**src/mandel_pkg.sv**
```systemverilog
// shared constants, types and register codes for the escape-time pixel unit
package mandel_pkg;

    // fixed-point formats
    localparam int COORD_WIDTH = 32;
    localparam int FRAC_BITS   = 28;
    localparam int ITER_LIMIT  = 1023;

    // field widths
    localparam int PIX_WIDTH   = 12;
    localparam int ZOOM_WIDTH  = 31;
    localparam int CNT_WIDTH   = 10;
    localparam int COLOR_WIDTH = 8;

    // shared multiplier and iteration widths
    localparam int MUL_WIDTH  = 32;
    localparam int PROD_WIDTH = 2 * MUL_WIDTH;
    localparam int Z_WIDTH    = COORD_WIDTH + 2;
    localparam int DIFF_WIDTH = PIX_WIDTH + 2;

    // colour divider
    localparam int DIVIDEND_WIDTH = CNT_WIDTH + COLOR_WIDTH;
    localparam int STEP_WIDTH     = $clog2(DIVIDEND_WIDTH);

    // stream payloads
    localparam int IN_FIELDS_WIDTH  = 2 * PIX_WIDTH;
    localparam int IN_DATA_WIDTH    = ((IN_FIELDS_WIDTH + 7) / 8) * 8;
    localparam int OUT_FIELDS_WIDTH = CNT_WIDTH + 1 + 3 * COLOR_WIDTH;
    localparam int OUT_DATA_WIDTH   = ((OUT_FIELDS_WIDTH + 7) / 8) * 8;

    // configuration port
    localparam int CFG_ADDR_WIDTH = 3;
    localparam int CFG_DATA_WIDTH = 32;

    // register reset values
    localparam logic [ZOOM_WIDTH-1:0]         ZOOM_RESET   = ZOOM_WIDTH'(1342177);
    localparam logic signed [COORD_WIDTH-1:0] OFF_RE_RESET = -COORD_WIDTH'(134217728);
    localparam logic signed [COORD_WIDTH-1:0] OFF_IM_RESET = '0;
    localparam logic [CNT_WIDTH-1:0]          MAX_IT_RESET = CNT_WIDTH'(100);
    localparam logic [PIX_WIDTH-1:0]          WIDTH_RESET  = PIX_WIDTH'(800);
    localparam logic [PIX_WIDTH-1:0]          HEIGHT_RESET = PIX_WIDTH'(600);

    // coordinate saturation bounds
    localparam logic signed [PROD_WIDTH-1:0] COORD_MAX =
        (PROD_WIDTH'(1) << (COORD_WIDTH - 1)) - PROD_WIDTH'(1);
    localparam logic signed [PROD_WIDTH-1:0] COORD_MIN = -COORD_MAX - PROD_WIDTH'(1);

    // any part beyond two already escapes, so it never reaches the multiplier
    localparam logic signed [Z_WIDTH-1:0] Z_BOUND     = Z_WIDTH'(1) << (FRAC_BITS + 1);
    localparam logic signed [Z_WIDTH-1:0] Z_BOUND_NEG = -Z_BOUND;

    // escape radius squared (4.0 at product scale)
    localparam logic signed [PROD_WIDTH-1:0] ESC_RADIUS_SQ =
        PROD_WIDTH'(1) << (2 * FRAC_BITS + 2);

    localparam logic [COLOR_WIDTH-1:0] COLOR_FULL = '1;

    typedef enum logic [CFG_ADDR_WIDTH-1:0] {
        REG_ZOOM_STEP      = 3'd0,
        REG_OFFSET_REAL    = 3'd1,
        REG_OFFSET_IMAG    = 3'd2,
        REG_MAX_ITERATIONS = 3'd3,
        REG_SCREEN_WIDTH   = 3'd4,
        REG_SCREEN_HEIGHT  = 3'd5
    } cfg_reg_t;

    typedef enum logic [3:0] {
        ST_IDLE,
        ST_MAP_X,
        ST_MAP_Y,
        ST_MAP_C,
        ST_SQ_R,
        ST_SQ_I,
        ST_CROSS,
        ST_UPDATE,
        ST_DIVIDE,
        ST_DONE
    } state_t;

endpackage

```
**src/mandel_mult.sv**
```systemverilog
// shared signed multiplier with registered product
module mandel_mult import mandel_pkg::*; (
    input  logic                         aclk,
    input  logic signed [MUL_WIDTH-1:0]  mul_a,
    input  logic signed [MUL_WIDTH-1:0]  mul_b,
    output logic signed [PROD_WIDTH-1:0] prod
);

    logic signed [PROD_WIDTH-1:0] prod_reg;

    always_ff @(posedge aclk) begin
        prod_reg <= mul_a * mul_b;
    end

    assign prod = prod_reg;

endmodule

```
**src/mandel_div.sv**
```systemverilog
// bit-serial restoring divider for the colour ramp
module mandel_div import mandel_pkg::*; (
    input  logic                      aclk,
    input  logic                      aresetn,
    input  logic                      start,
    input  logic [DIVIDEND_WIDTH-1:0] dividend,
    input  logic [CNT_WIDTH-1:0]      divisor,
    output logic                      done,
    output logic [DIVIDEND_WIDTH-1:0] quotient
);

    logic                      busy_reg;
    logic                      done_reg;
    logic [STEP_WIDTH-1:0]     step_reg;
    logic [CNT_WIDTH-1:0]      rem_reg;
    logic [DIVIDEND_WIDTH-1:0] quo_reg;
    logic [CNT_WIDTH-1:0]      den_reg;

    logic [CNT_WIDTH:0] trial;
    logic [CNT_WIDTH:0] trial_sub;
    logic               fits;

    // one quotient bit per cycle, dividend shifts out as quotient shifts in
    always_comb begin
        trial     = {rem_reg, quo_reg[DIVIDEND_WIDTH-1]};
        trial_sub = trial - {1'b0, den_reg};
        fits      = trial >= {1'b0, den_reg};
    end

    always_ff @(posedge aclk) begin
        if (!aresetn) begin
            busy_reg <= 1'b0;
            done_reg <= 1'b0;
            step_reg <= '0;
        end else if (start) begin
            busy_reg <= 1'b1;
            done_reg <= 1'b0;
            step_reg <= STEP_WIDTH'(DIVIDEND_WIDTH - 1);
        end else if (busy_reg) begin
            if (step_reg == '0) begin
                busy_reg <= 1'b0;
                done_reg <= 1'b1;
            end else begin
                step_reg <= step_reg - STEP_WIDTH'(1);
            end
        end else begin
            done_reg <= 1'b0;
        end
    end

    always_ff @(posedge aclk) begin
        if (start) begin
            rem_reg <= '0;
            quo_reg <= dividend;
            den_reg <= divisor;
        end else if (busy_reg) begin
            rem_reg <= fits ? trial_sub[CNT_WIDTH-1:0] : trial[CNT_WIDTH-1:0];
            quo_reg <= {quo_reg[DIVIDEND_WIDTH-2:0], fits};
        end
    end

    assign done     = done_reg;
    assign quotient = quo_reg;

endmodule

```
**src/mandelbrot_escape_time_pixel.sv**
```systemverilog
// escape-time pixel unit: maps a pixel to c, iterates z = z*z + c, colours the count
//
// one item carries a pixel (pixel_x, pixel_y); one result item comes back with the
// iteration count, an inside flag and an rgb colour. the pixel is mapped to
// c = floor((2*pixel - size) * zoom_step / 2) + offset, saturated to signed q4.28,
// then z is iterated from zero while |z|^2 <= 4 and count < max_iterations. every
// product of the mapping and the iteration comes from one registered 32x32 signed
// multiplier: the map_x, map_y and map_c states map the pixel, each iteration steps
// through zr^2, zi^2, zr*zi, then update, and the check that opens a step ends the
// loop when the limit is hit or a part already lies beyond two, and otherwise needs
// the squares. an escaped pixel then goes through a bit-serial divider forming
// k*255/max_iterations for the colour ramp; a pixel inside the set skips it and is
// black. the unit holds one item at a time and s_tready is high only while idle,
// but a finished result sits in the output register so the next item is taken
// while it waits for m_tready.
// configuration is a plain write port (index per register below) and must only
// be written while the unit is idle:
//   0 zoom_step, 1 offset_real, 2 offset_imag, 3 max_iterations,
//   4 screen_width, 5 screen_height
module mandelbrot_escape_time_pixel import mandel_pkg::*; (
    input  logic                      aclk,
    input  logic                      aresetn,

    // configuration writes
    input  logic                      cfg_wr_en,
    input  logic [CFG_ADDR_WIDTH-1:0] cfg_addr,
    input  logic [CFG_DATA_WIDTH-1:0] cfg_wdata,

    // pixel items
    input  logic                      s_tvalid,
    output logic                      s_tready,
    input  logic [IN_DATA_WIDTH-1:0]  s_tdata,   // pixel_x, pixel_y

    // result items
    output logic                      m_tvalid,
    input  logic                      m_tready,
    output logic [OUT_DATA_WIDTH-1:0] m_tdata    // iteration_count, inside_set, red, green, blue
);

    // configuration registers
    logic [ZOOM_WIDTH-1:0]         zoom_reg;
    logic signed [COORD_WIDTH-1:0] off_re_reg;
    logic signed [COORD_WIDTH-1:0] off_im_reg;
    logic [CNT_WIDTH-1:0]          max_it_reg;
    logic [PIX_WIDTH-1:0]          width_reg;
    logic [PIX_WIDTH-1:0]          height_reg;

    // sequencer
    state_t state_reg;
    state_t state_next;

    // datapath registers
    logic [PIX_WIDTH-1:0]          px_reg;
    logic [PIX_WIDTH-1:0]          py_reg;
    logic signed [COORD_WIDTH-1:0] cr_reg;
    logic signed [COORD_WIDTH-1:0] ci_reg;
    logic signed [Z_WIDTH-1:0]     zr_reg;
    logic signed [Z_WIDTH-1:0]     zi_reg;
    logic signed [PROD_WIDTH-1:0]  rr_reg;
    logic signed [PROD_WIDTH-1:0]  diff_reg;
    logic                          esc_reg;
    logic [CNT_WIDTH-1:0]          k_reg;

    // output register
    logic                   m_tvalid_reg;
    logic [CNT_WIDTH-1:0]   count_out_reg;
    logic                   inside_out_reg;
    logic [COLOR_WIDTH-1:0] red_out_reg;
    logic [COLOR_WIDTH-1:0] green_out_reg;
    logic [COLOR_WIDTH-1:0] blue_out_reg;

    // sequencer outputs
    logic                         in_ready;
    logic                         div_start;
    logic                         load_out;
    logic signed [MUL_WIDTH-1:0]  mul_a;
    logic signed [MUL_WIDTH-1:0]  mul_b;

    // shared multiplier and divider
    logic signed [PROD_WIDTH-1:0]  prod;
    logic                          div_done;
    logic [DIVIDEND_WIDTH-1:0]     div_quo;
    logic [DIVIDEND_WIDTH-1:0]     div_num;

    // combinational datapath
    logic signed [DIFF_WIDTH-1:0]  dx;
    logic signed [DIFF_WIDTH-1:0]  dy;
    logic signed [PROD_WIDTH-1:0]  map_half;
    logic signed [PROD_WIDTH-1:0]  map_off;
    logic signed [PROD_WIDTH-1:0]  map_sum;
    logic signed [COORD_WIDTH-1:0] map_coord;
    logic signed [PROD_WIDTH-1:0]  mag_sum;
    logic signed [PROD_WIDTH-1:0]  sq_diff;
    logic signed [PROD_WIDTH-1:0]  diff_shift;
    logic signed [PROD_WIDTH-1:0]  cross_shift;
    logic signed [Z_WIDTH-1:0]     zr_update;
    logic signed [Z_WIDTH-1:0]     zi_update;
    logic [CNT_WIDTH-1:0]          eff_limit;
    logic                          limit_hit;
    logic                          z_big;
    logic [COLOR_WIDTH-1:0]        q;

    logic in_accept;
    logic out_accept;

    assign in_accept  = s_tvalid && in_ready;
    assign out_accept = m_tvalid_reg && m_tready;

    // configuration writes
    always_ff @(posedge aclk) begin
        if (!aresetn) begin
            zoom_reg   <= ZOOM_RESET;
            off_re_reg <= OFF_RE_RESET;
            off_im_reg <= OFF_IM_RESET;
            max_it_reg <= MAX_IT_RESET;
            width_reg  <= WIDTH_RESET;
            height_reg <= HEIGHT_RESET;
        end else if (cfg_wr_en) begin
            case (cfg_addr)
                REG_ZOOM_STEP:      zoom_reg   <= cfg_wdata[ZOOM_WIDTH-1:0];
                REG_OFFSET_REAL:    off_re_reg <= cfg_wdata[COORD_WIDTH-1:0];
                REG_OFFSET_IMAG:    off_im_reg <= cfg_wdata[COORD_WIDTH-1:0];
                REG_MAX_ITERATIONS: max_it_reg <= cfg_wdata[CNT_WIDTH-1:0];
                REG_SCREEN_WIDTH:   width_reg  <= cfg_wdata[PIX_WIDTH-1:0];
                REG_SCREEN_HEIGHT:  height_reg <= cfg_wdata[PIX_WIDTH-1:0];
                default: begin
                end
            endcase
        end
    end

    // effective limit and escape conditions
    always_comb begin
        eff_limit = (max_it_reg < CNT_WIDTH'(ITER_LIMIT)) ? max_it_reg
                                                          : CNT_WIDTH'(ITER_LIMIT);
        limit_hit = k_reg >= eff_limit;
        // a part beyond two means |z|^2 > 4 without multiplying
        z_big = (zr_reg > Z_BOUND) || (zr_reg < Z_BOUND_NEG) ||
                (zi_reg > Z_BOUND) || (zi_reg < Z_BOUND_NEG);
    end

    // pixel to complex mapping, one axis at a time through the multiplier
    always_comb begin
        dx       = {1'b0, px_reg, 1'b0} - {2'b00, width_reg};
        dy       = {1'b0, py_reg, 1'b0} - {2'b00, height_reg};
        map_half = prod >>> 1;
        map_off  = (state_reg == ST_MAP_Y)
                 ? {{(PROD_WIDTH-COORD_WIDTH){off_re_reg[COORD_WIDTH-1]}}, off_re_reg}
                 : {{(PROD_WIDTH-COORD_WIDTH){off_im_reg[COORD_WIDTH-1]}}, off_im_reg};
        map_sum  = map_half + map_off;
        if (map_sum > COORD_MAX) begin
            map_coord = COORD_MAX[COORD_WIDTH-1:0];
        end else if (map_sum < COORD_MIN) begin
            map_coord = COORD_MIN[COORD_WIDTH-1:0];
        end else begin
            map_coord = map_sum[COORD_WIDTH-1:0];
        end
    end

    // iteration arithmetic around the multiplier output
    always_comb begin
        mag_sum     = rr_reg + prod;
        sq_diff     = rr_reg - prod;
        diff_shift  = diff_reg >>> FRAC_BITS;
        // doubling the cross term is one less bit of shift
        cross_shift = prod >>> (FRAC_BITS - 1);
        zr_update   = diff_shift[Z_WIDTH-1:0] +
                      {{(Z_WIDTH-COORD_WIDTH){cr_reg[COORD_WIDTH-1]}}, cr_reg};
        zi_update   = cross_shift[Z_WIDTH-1:0] +
                      {{(Z_WIDTH-COORD_WIDTH){ci_reg[COORD_WIDTH-1]}}, ci_reg};
    end

    // next state
    always_comb begin
        state_next = state_reg;
        case (state_reg)
            ST_IDLE: begin
                if (s_tvalid) begin
                    state_next = ST_MAP_X;
                end
            end
            ST_MAP_X:  state_next = ST_MAP_Y;
            ST_MAP_Y:  state_next = ST_MAP_C;
            ST_MAP_C:  state_next = ST_SQ_R;
            ST_SQ_R: begin
                if (limit_hit) begin
                    state_next = ST_DONE;
                end else if (z_big) begin
                    state_next = ST_DIVIDE;
                end else begin
                    state_next = ST_SQ_I;
                end
            end
            ST_SQ_I:   state_next = ST_CROSS;
            ST_CROSS:  state_next = ST_UPDATE;
            ST_UPDATE: state_next = esc_reg ? ST_DIVIDE : ST_SQ_R;
            ST_DIVIDE: begin
                if (div_done) begin
                    state_next = ST_DONE;
                end
            end
            ST_DONE: begin
                if (!m_tvalid_reg || m_tready) begin
                    state_next = ST_IDLE;
                end
            end
            default:   state_next = ST_IDLE;
        endcase
    end

    // sequencer outputs, multiplier operand select
    always_comb begin
        in_ready  = 1'b0;
        div_start = 1'b0;
        load_out  = 1'b0;
        mul_a     = '0;
        mul_b     = '0;
        case (state_reg)
            ST_IDLE:   in_ready = 1'b1;
            ST_MAP_X: begin
                mul_a = {{(MUL_WIDTH-DIFF_WIDTH){dx[DIFF_WIDTH-1]}}, dx};
                mul_b = {1'b0, zoom_reg};
            end
            ST_MAP_Y: begin
                mul_a = {{(MUL_WIDTH-DIFF_WIDTH){dy[DIFF_WIDTH-1]}}, dy};
                mul_b = {1'b0, zoom_reg};
            end
            ST_SQ_R: begin
                mul_a     = zr_reg[MUL_WIDTH-1:0];
                mul_b     = zr_reg[MUL_WIDTH-1:0];
                div_start = !limit_hit && z_big;
            end
            ST_SQ_I: begin
                mul_a = zi_reg[MUL_WIDTH-1:0];
                mul_b = zi_reg[MUL_WIDTH-1:0];
            end
            ST_CROSS: begin
                mul_a = zr_reg[MUL_WIDTH-1:0];
                mul_b = zi_reg[MUL_WIDTH-1:0];
            end
            ST_UPDATE: div_start = esc_reg;
            ST_DONE:   load_out  = !m_tvalid_reg || m_tready;
            default: begin
            end
        endcase
    end

    always_ff @(posedge aclk) begin
        if (!aresetn) begin
            state_reg <= ST_IDLE;
        end else begin
            state_reg <= state_next;
        end
    end

    // datapath registers
    always_ff @(posedge aclk) begin
        if (in_accept) begin
            px_reg <= s_tdata[PIX_WIDTH-1:0];
            py_reg <= s_tdata[2*PIX_WIDTH-1:PIX_WIDTH];
        end
        case (state_reg)
            ST_MAP_Y:  cr_reg <= map_coord;
            ST_MAP_C: begin
                ci_reg <= map_coord;
                zr_reg <= '0;
                zi_reg <= '0;
                k_reg  <= '0;
            end
            ST_SQ_I:   rr_reg <= prod;
            ST_CROSS: begin
                esc_reg  <= mag_sum > ESC_RADIUS_SQ;
                diff_reg <= sq_diff;
            end
            ST_UPDATE: begin
                if (!esc_reg) begin
                    zr_reg <= zr_update;
                    zi_reg <= zi_update;
                    k_reg  <= k_reg + CNT_WIDTH'(1);
                end
            end
            default: begin
            end
        endcase
    end

    mandel_mult u_mult (
        .aclk  (aclk),
        .mul_a (mul_a),
        .mul_b (mul_b),
        .prod  (prod)
    );

    // k*255 as a shift and subtract
    assign div_num = {k_reg, {COLOR_WIDTH{1'b0}}} - {{COLOR_WIDTH{1'b0}}, k_reg};

    mandel_div u_div (
        .aclk     (aclk),
        .aresetn  (aresetn),
        .start    (div_start),
        .dividend (div_num),
        .divisor  (eff_limit),
        .done     (div_done),
        .quotient (div_quo)
    );

    assign q = div_quo[COLOR_WIDTH-1:0];

    // output register
    always_ff @(posedge aclk) begin
        if (!aresetn) begin
            m_tvalid_reg <= 1'b0;
        end else if (load_out) begin
            m_tvalid_reg <= 1'b1;
        end else if (out_accept) begin
            m_tvalid_reg <= 1'b0;
        end
    end

    always_ff @(posedge aclk) begin
        if (load_out) begin
            count_out_reg  <= k_reg;
            inside_out_reg <= limit_hit;
            if (limit_hit) begin
                red_out_reg   <= '0;
                green_out_reg <= '0;
                blue_out_reg  <= '0;
            end else begin
                red_out_reg   <= COLOR_FULL - q;
                green_out_reg <= COLOR_FULL - (q >> 1);
                blue_out_reg  <= q;
            end
        end
    end

    assign s_tready = in_ready;
    assign m_tvalid = m_tvalid_reg;
    assign m_tdata  = {{(OUT_DATA_WIDTH-OUT_FIELDS_WIDTH){1'b0}},
                       blue_out_reg, green_out_reg, red_out_reg,
                       inside_out_reg, count_out_reg};

    // the count never runs past the limit
    assert property (@(posedge aclk) disable iff (!aresetn)
        state_reg == ST_SQ_I |-> k_reg < eff_limit)
        else $error("iteration count passed the limit");

    // only an in-range z reaches the multiplier as a square
    assert property (@(posedge aclk) disable iff (!aresetn)
        state_reg == ST_SQ_I |-> (zr_reg <= Z_BOUND) && (zr_reg >= Z_BOUND_NEG) &&
                                 (zi_reg <= Z_BOUND) && (zi_reg >= Z_BOUND_NEG))
        else $error("z operand out of multiplier range");

    // the divider only runs for escaped pixels
    assert property (@(posedge aclk) disable iff (!aresetn)
        div_start |-> !limit_hit)
        else $error("divider started for a pixel inside the set");

    // a new result appears only from the done state
    assert property (@(posedge aclk) disable iff (!aresetn)
        $rose(m_tvalid_reg) |-> $past(state_reg == ST_DONE))
        else $error("result loaded outside the done state");

    // inside results are black
    assert property (@(posedge aclk) disable iff (!aresetn)
        m_tvalid_reg && inside_out_reg |->
            red_out_reg == '0 && green_out_reg == '0 && blue_out_reg == '0)
        else $error("inside result carries a colour");

endmodule
```
**config.mk**
```make
export PLATFORM = sky130hd
export DESIGN_NAME = mandelbrot_escape_time_pixel
export DESIGN_NICKNAME = d
export VERILOG_FILES = /design/src/mandel_pkg.sv /design/src/mandel_mult.sv /design/src/mandel_div.sv /design/src/mandelbrot_escape_time_pixel.sv
export SDC_FILE = /design/constraint.sdc
export NUM_CORES = 2
export LEC_CHECK = 0
export BUFFER_PORTS_ARGS = -buffer_cell sky130_fd_sc_hd__buf_2
export CORE_MARGIN = 2
export CORE_UTILIZATION = 35
export CTS_CLUSTER_DIAMETER = 60
export DETAILED_ROUTE_END_ITERATION = 8
export PLACE_DENSITY = 0.53
export SYNTH_ARGS = -nofsm -noshare
export SYNTH_HDL_FRONTEND = slang
export SYNTH_SLANG_ARGS = --single-unit
```
**constraint.sdc**
```tcl
create_clock -name aclk -period 10.9 [get_ports aclk]
set_input_delay 2.18 -clock aclk [delete_from_list [all_inputs] [get_ports aclk]]
set_output_delay 2.18 -clock aclk [all_outputs]
set_load 0.05 [all_outputs]
```
==> impl_metrics.tcl <==
set metrics [dict create \
    status "complete, no violations" \
    gr-usage-all-layers 0.2499 \
    max_freq_mhz 95.07 \
    worstMarginPinSlew_ps 1296 \
    maxSlewViolCount 0 \
    relSlewSlack 0.1283 \
    tritoncts "yes" \
    final_nets 9738 \
    r2r_start "py_reg[0]" \
    synth_seq_area_share 0.1970 \
    drt-wirelength-per-cell_um 23.77 \
    synth_edf_count 321 \
    startpoint "py_reg[0]" \
    start_util 0.3510 \
    grt_remaining_overflow 0 \
    numCtsBuffers 75 \
    cp_slowest_cell "fa_1" \
    critPathLaunchType "flip-flop" \
    worstReg2RegEnd "u_mult.prod[63]" \
    cts.sinks 536 \
    crit_fanout 6 \
    cts_buffer_depth 3 \
    die_h_um 453.7 \
    vdd_drop_max_v 0.0001097 \
    coreArea_sq_um 201700 \
    stdcell_area_sq_um 79380 \
    p_leak_nw 35.14 \
    finalSetupViolations 0 \
    grt_pass1_wl_mm 384.1 \
    antenna_found_initial 15 \
    vias_per_cell 5.310 \
    gp_congestion 0.9727 \
    ant_nets 0 \
    worst_path_most_repeated_cell "fa_1" \
    area_growth_pct 12.13 \
    holdPathStages 0 \
    dieArea_sq_um 205900 \
    async_flop_share 0 \
    ys.flop_type "edfxtp_1" \
    drc 0 \
    cts_root_buf "clkbuf_16" \
    cp.required_ps 11420 \
    dpl-instance-area_sq_um 76120 \
    final_cells 10834 \
    cts_max_level 3 \
    clk_latency_ps 650 \
    crit_type "flip-flop to flip-flop" \
    cts_hold_buf 0 \
    syn-instance-count 7935 \
    skew_ps 43.79 \
    wl_mm 257.5 \
    hold_violations 0 \
    slowest_delay_ps 560 \
    fp-row-count 165 \
    min_period_ps 10520 \
    drive_gt1_frac 0.09462 \
    r2r_setup_slack_ps 380 \
    avgSynthCellArea_sq_um 8.921 \
    period_share 0.9650 \
    min_path_type "flip-flop to flip-flop" \
    firstDrtPassIters 7 \
    grt_pass1_vias 58307 \
    drt_iter0_markers 4893 \
    synth_area_sq_um 70790 \
    maxCapViolCount 0 \
    endpoint_kind "flip-flop" \
    cp.arrival_ps 11040 \
    pin_count 106 \
    die_w_um 453.7 \
    final_util 0.3936 \
    ys_ff_latch 536 \
    io_buffers 100 \
    dp.cells 10674 \
    grt_max_degree 98 \
    place_hpwl_mm 214.3 \
    clk_pin_slew_worst_paths_ps 60 \
    n_fill_cell 20127 \
    ys.warnings.count 0 \
    endpoint "u_mult.prod[63]" \
    r2r.worst_path.cells 44 \
    powerDensity_nw_per_um2 155.5 \
    vias 57529 \
    ys_types 113 \
]
==> routing by layer <==
metal,vias to the layer above,global-route usage,wire [um]
li1,25926,-,-
met1,29204,0.3450,112700
met2,2007,0.4035,118700
met3,388,0.03429,16360
met4,4,0.08119,9763
met5,-,0,33
==> cells by family after synthesis <==
| family | after synthesis | synth area share |
|---|---|---|
| multiplexers | 19 | 0.002775 |
| AND/OR/NAND/NOR | 2613 | 0.1599 |
| adder cells (fa/ha/maj) | 1574 | 0.3937 |
| buffers and inverters | 1646 | 0.08873 |
| XOR/XNOR | 263 | 0.03254 |
| other | 1 | 0.00005297 |
| AO/OA/AOI/OAI | 1283 | 0.1254 |
| flip-flops | 536 | 0.1970 |
==> power by group <==
part | total, W | internal [W] | switching (W)
Clock | 0.00258 | 0.00156 | 0.00102
Combinational | 0.00701 | 0.00254 | 0.00447
Sequential | 0.00275 | 0.00240 | 0.000351
Total | 0.0123 | 0.00650 | 0.00584
==> worst min path at each step <==
stage                   startpoint               end
floorplan           u_mult.prod[0]         rr_reg[0]
global placement     max_it_reg[6]  u_div.den_reg[6]
detailed placement   max_it_reg[5]  u_div.den_reg[5]
CTS                  max_it_reg[5]  u_div.den_reg[5]
global route         max_it_reg[5]  u_div.den_reg[5]
finish               max_it_reg[5]  u_div.den_reg[5]
==> stage by stage <==
| stage | setup TNS (ps) | setup slack, ps | hold slack (ps) | power [W] |
|---|---|---|---|---|
| 2_1_floorplan | 0 | 141.6 | 438.2 | 0.006817 |
| 3_3_place_gp | -2366 | -543.4 | 419.6 | 0.009601 |
| 3_5_place_dp | -2243 | -486.2 | 420.9 | 0.009586 |
| 4_1_cts | 0 | 5.408 | 426.0 | 0.01227 |
| 5_1_grt | -25.25 | -18.24 | 446.5 | 0.01309 |
| 6_report | 0 | 381.9 | 432.0 | 0.01235 |
==> cell usage in the layout, fill, tap and decap left out, types with 27 or more instances in the layout <==
cell	count
nand2_1	1262
nor2b_1	59
xor2_1	103
a21oi_1	316
o31ai_1	37
a22oi_1	39
o21ai_0	148
o21a_1	54
dfxtp_1	215
a21boi_0	113
a211oi_1	38
a31oi_1	36
nor3_1	89
and3_1	36
inv_1	1260
nand2b_1	51
nor4_1	72
nor2_1	723
nand4_1	47
a21o_1	118
clkbuf_16	81
o21bai_1	42
edfxtp_1	321
buf_2	99
nand3_1	86
o21ai_2	37
ha_1	485
fa_1	1082
xnor2_1	159
buf_4	333
a221o_1	27
and2_1	71
o211ai_1	32
==> critical path, delay by kind of cell (launching register included) <==
kind	cells	cell delay (ps)
fa+ha+maj	10	4860
compound gates	17	3010
simple gates	6	1110
buf+inv	9	840
flops	1	350
xor+xnor	2	260
==> Yosys cell counts (all sizes together) (43+ instances only) <==
library cell / instances / area (sq um)
a21boi: 123 / 927.1
a21o: 120 / 902.1
a21oi: 323 / 1620
and2: 73 / 458.0
buf: 58 / 320.3
clkbuf: 323 / 1212
dfxtp: 215 / 4304
edfxtp: 321 / 9639
fa: 1089 / 21800
ha: 485 / 6068
inv: 1265 / 4748
nand2: 1262 / 4737
nand2b: 51 / 319.1
nand3: 86 / 430.4
nand4: 47 / 294.0
nor2: 728 / 2735
nor2b: 62 / 387.9
nor3: 94 / 498.0
nor4: 73 / 462.9
o21a: 55 / 414.2
o21ai: 209 / 1162
o31ai: 43 / 369.1
xnor2: 160 / 1401
xor2: 103 / 902.1
==> cell type report <==
class,instances,area (sq um),share of cell area
multi-input cells,5757,51100,0.6437
flip-flops and latches,536,13940,0.1757
inverters,1265,4752,0.05986
repair buffers,465,3622,0.04563
well taps,2672,3343,0.04212
clock buffers,84,2006,0.02527
clock inverters,52,610.6,0.007692
diodes,3,7.507,0.00009457
==> repair_timing <==
item | CTS | global route
gates cloned | 0 | 2
buffers inserted | 0 | 19
setup endpoints to repair | 19 | 30
hold endpoints to repair | 0 | 0
pin swaps | 1 | 24
resized for setup | 11 | 78
No activity file was read; power rests on OpenSTA's default activity.
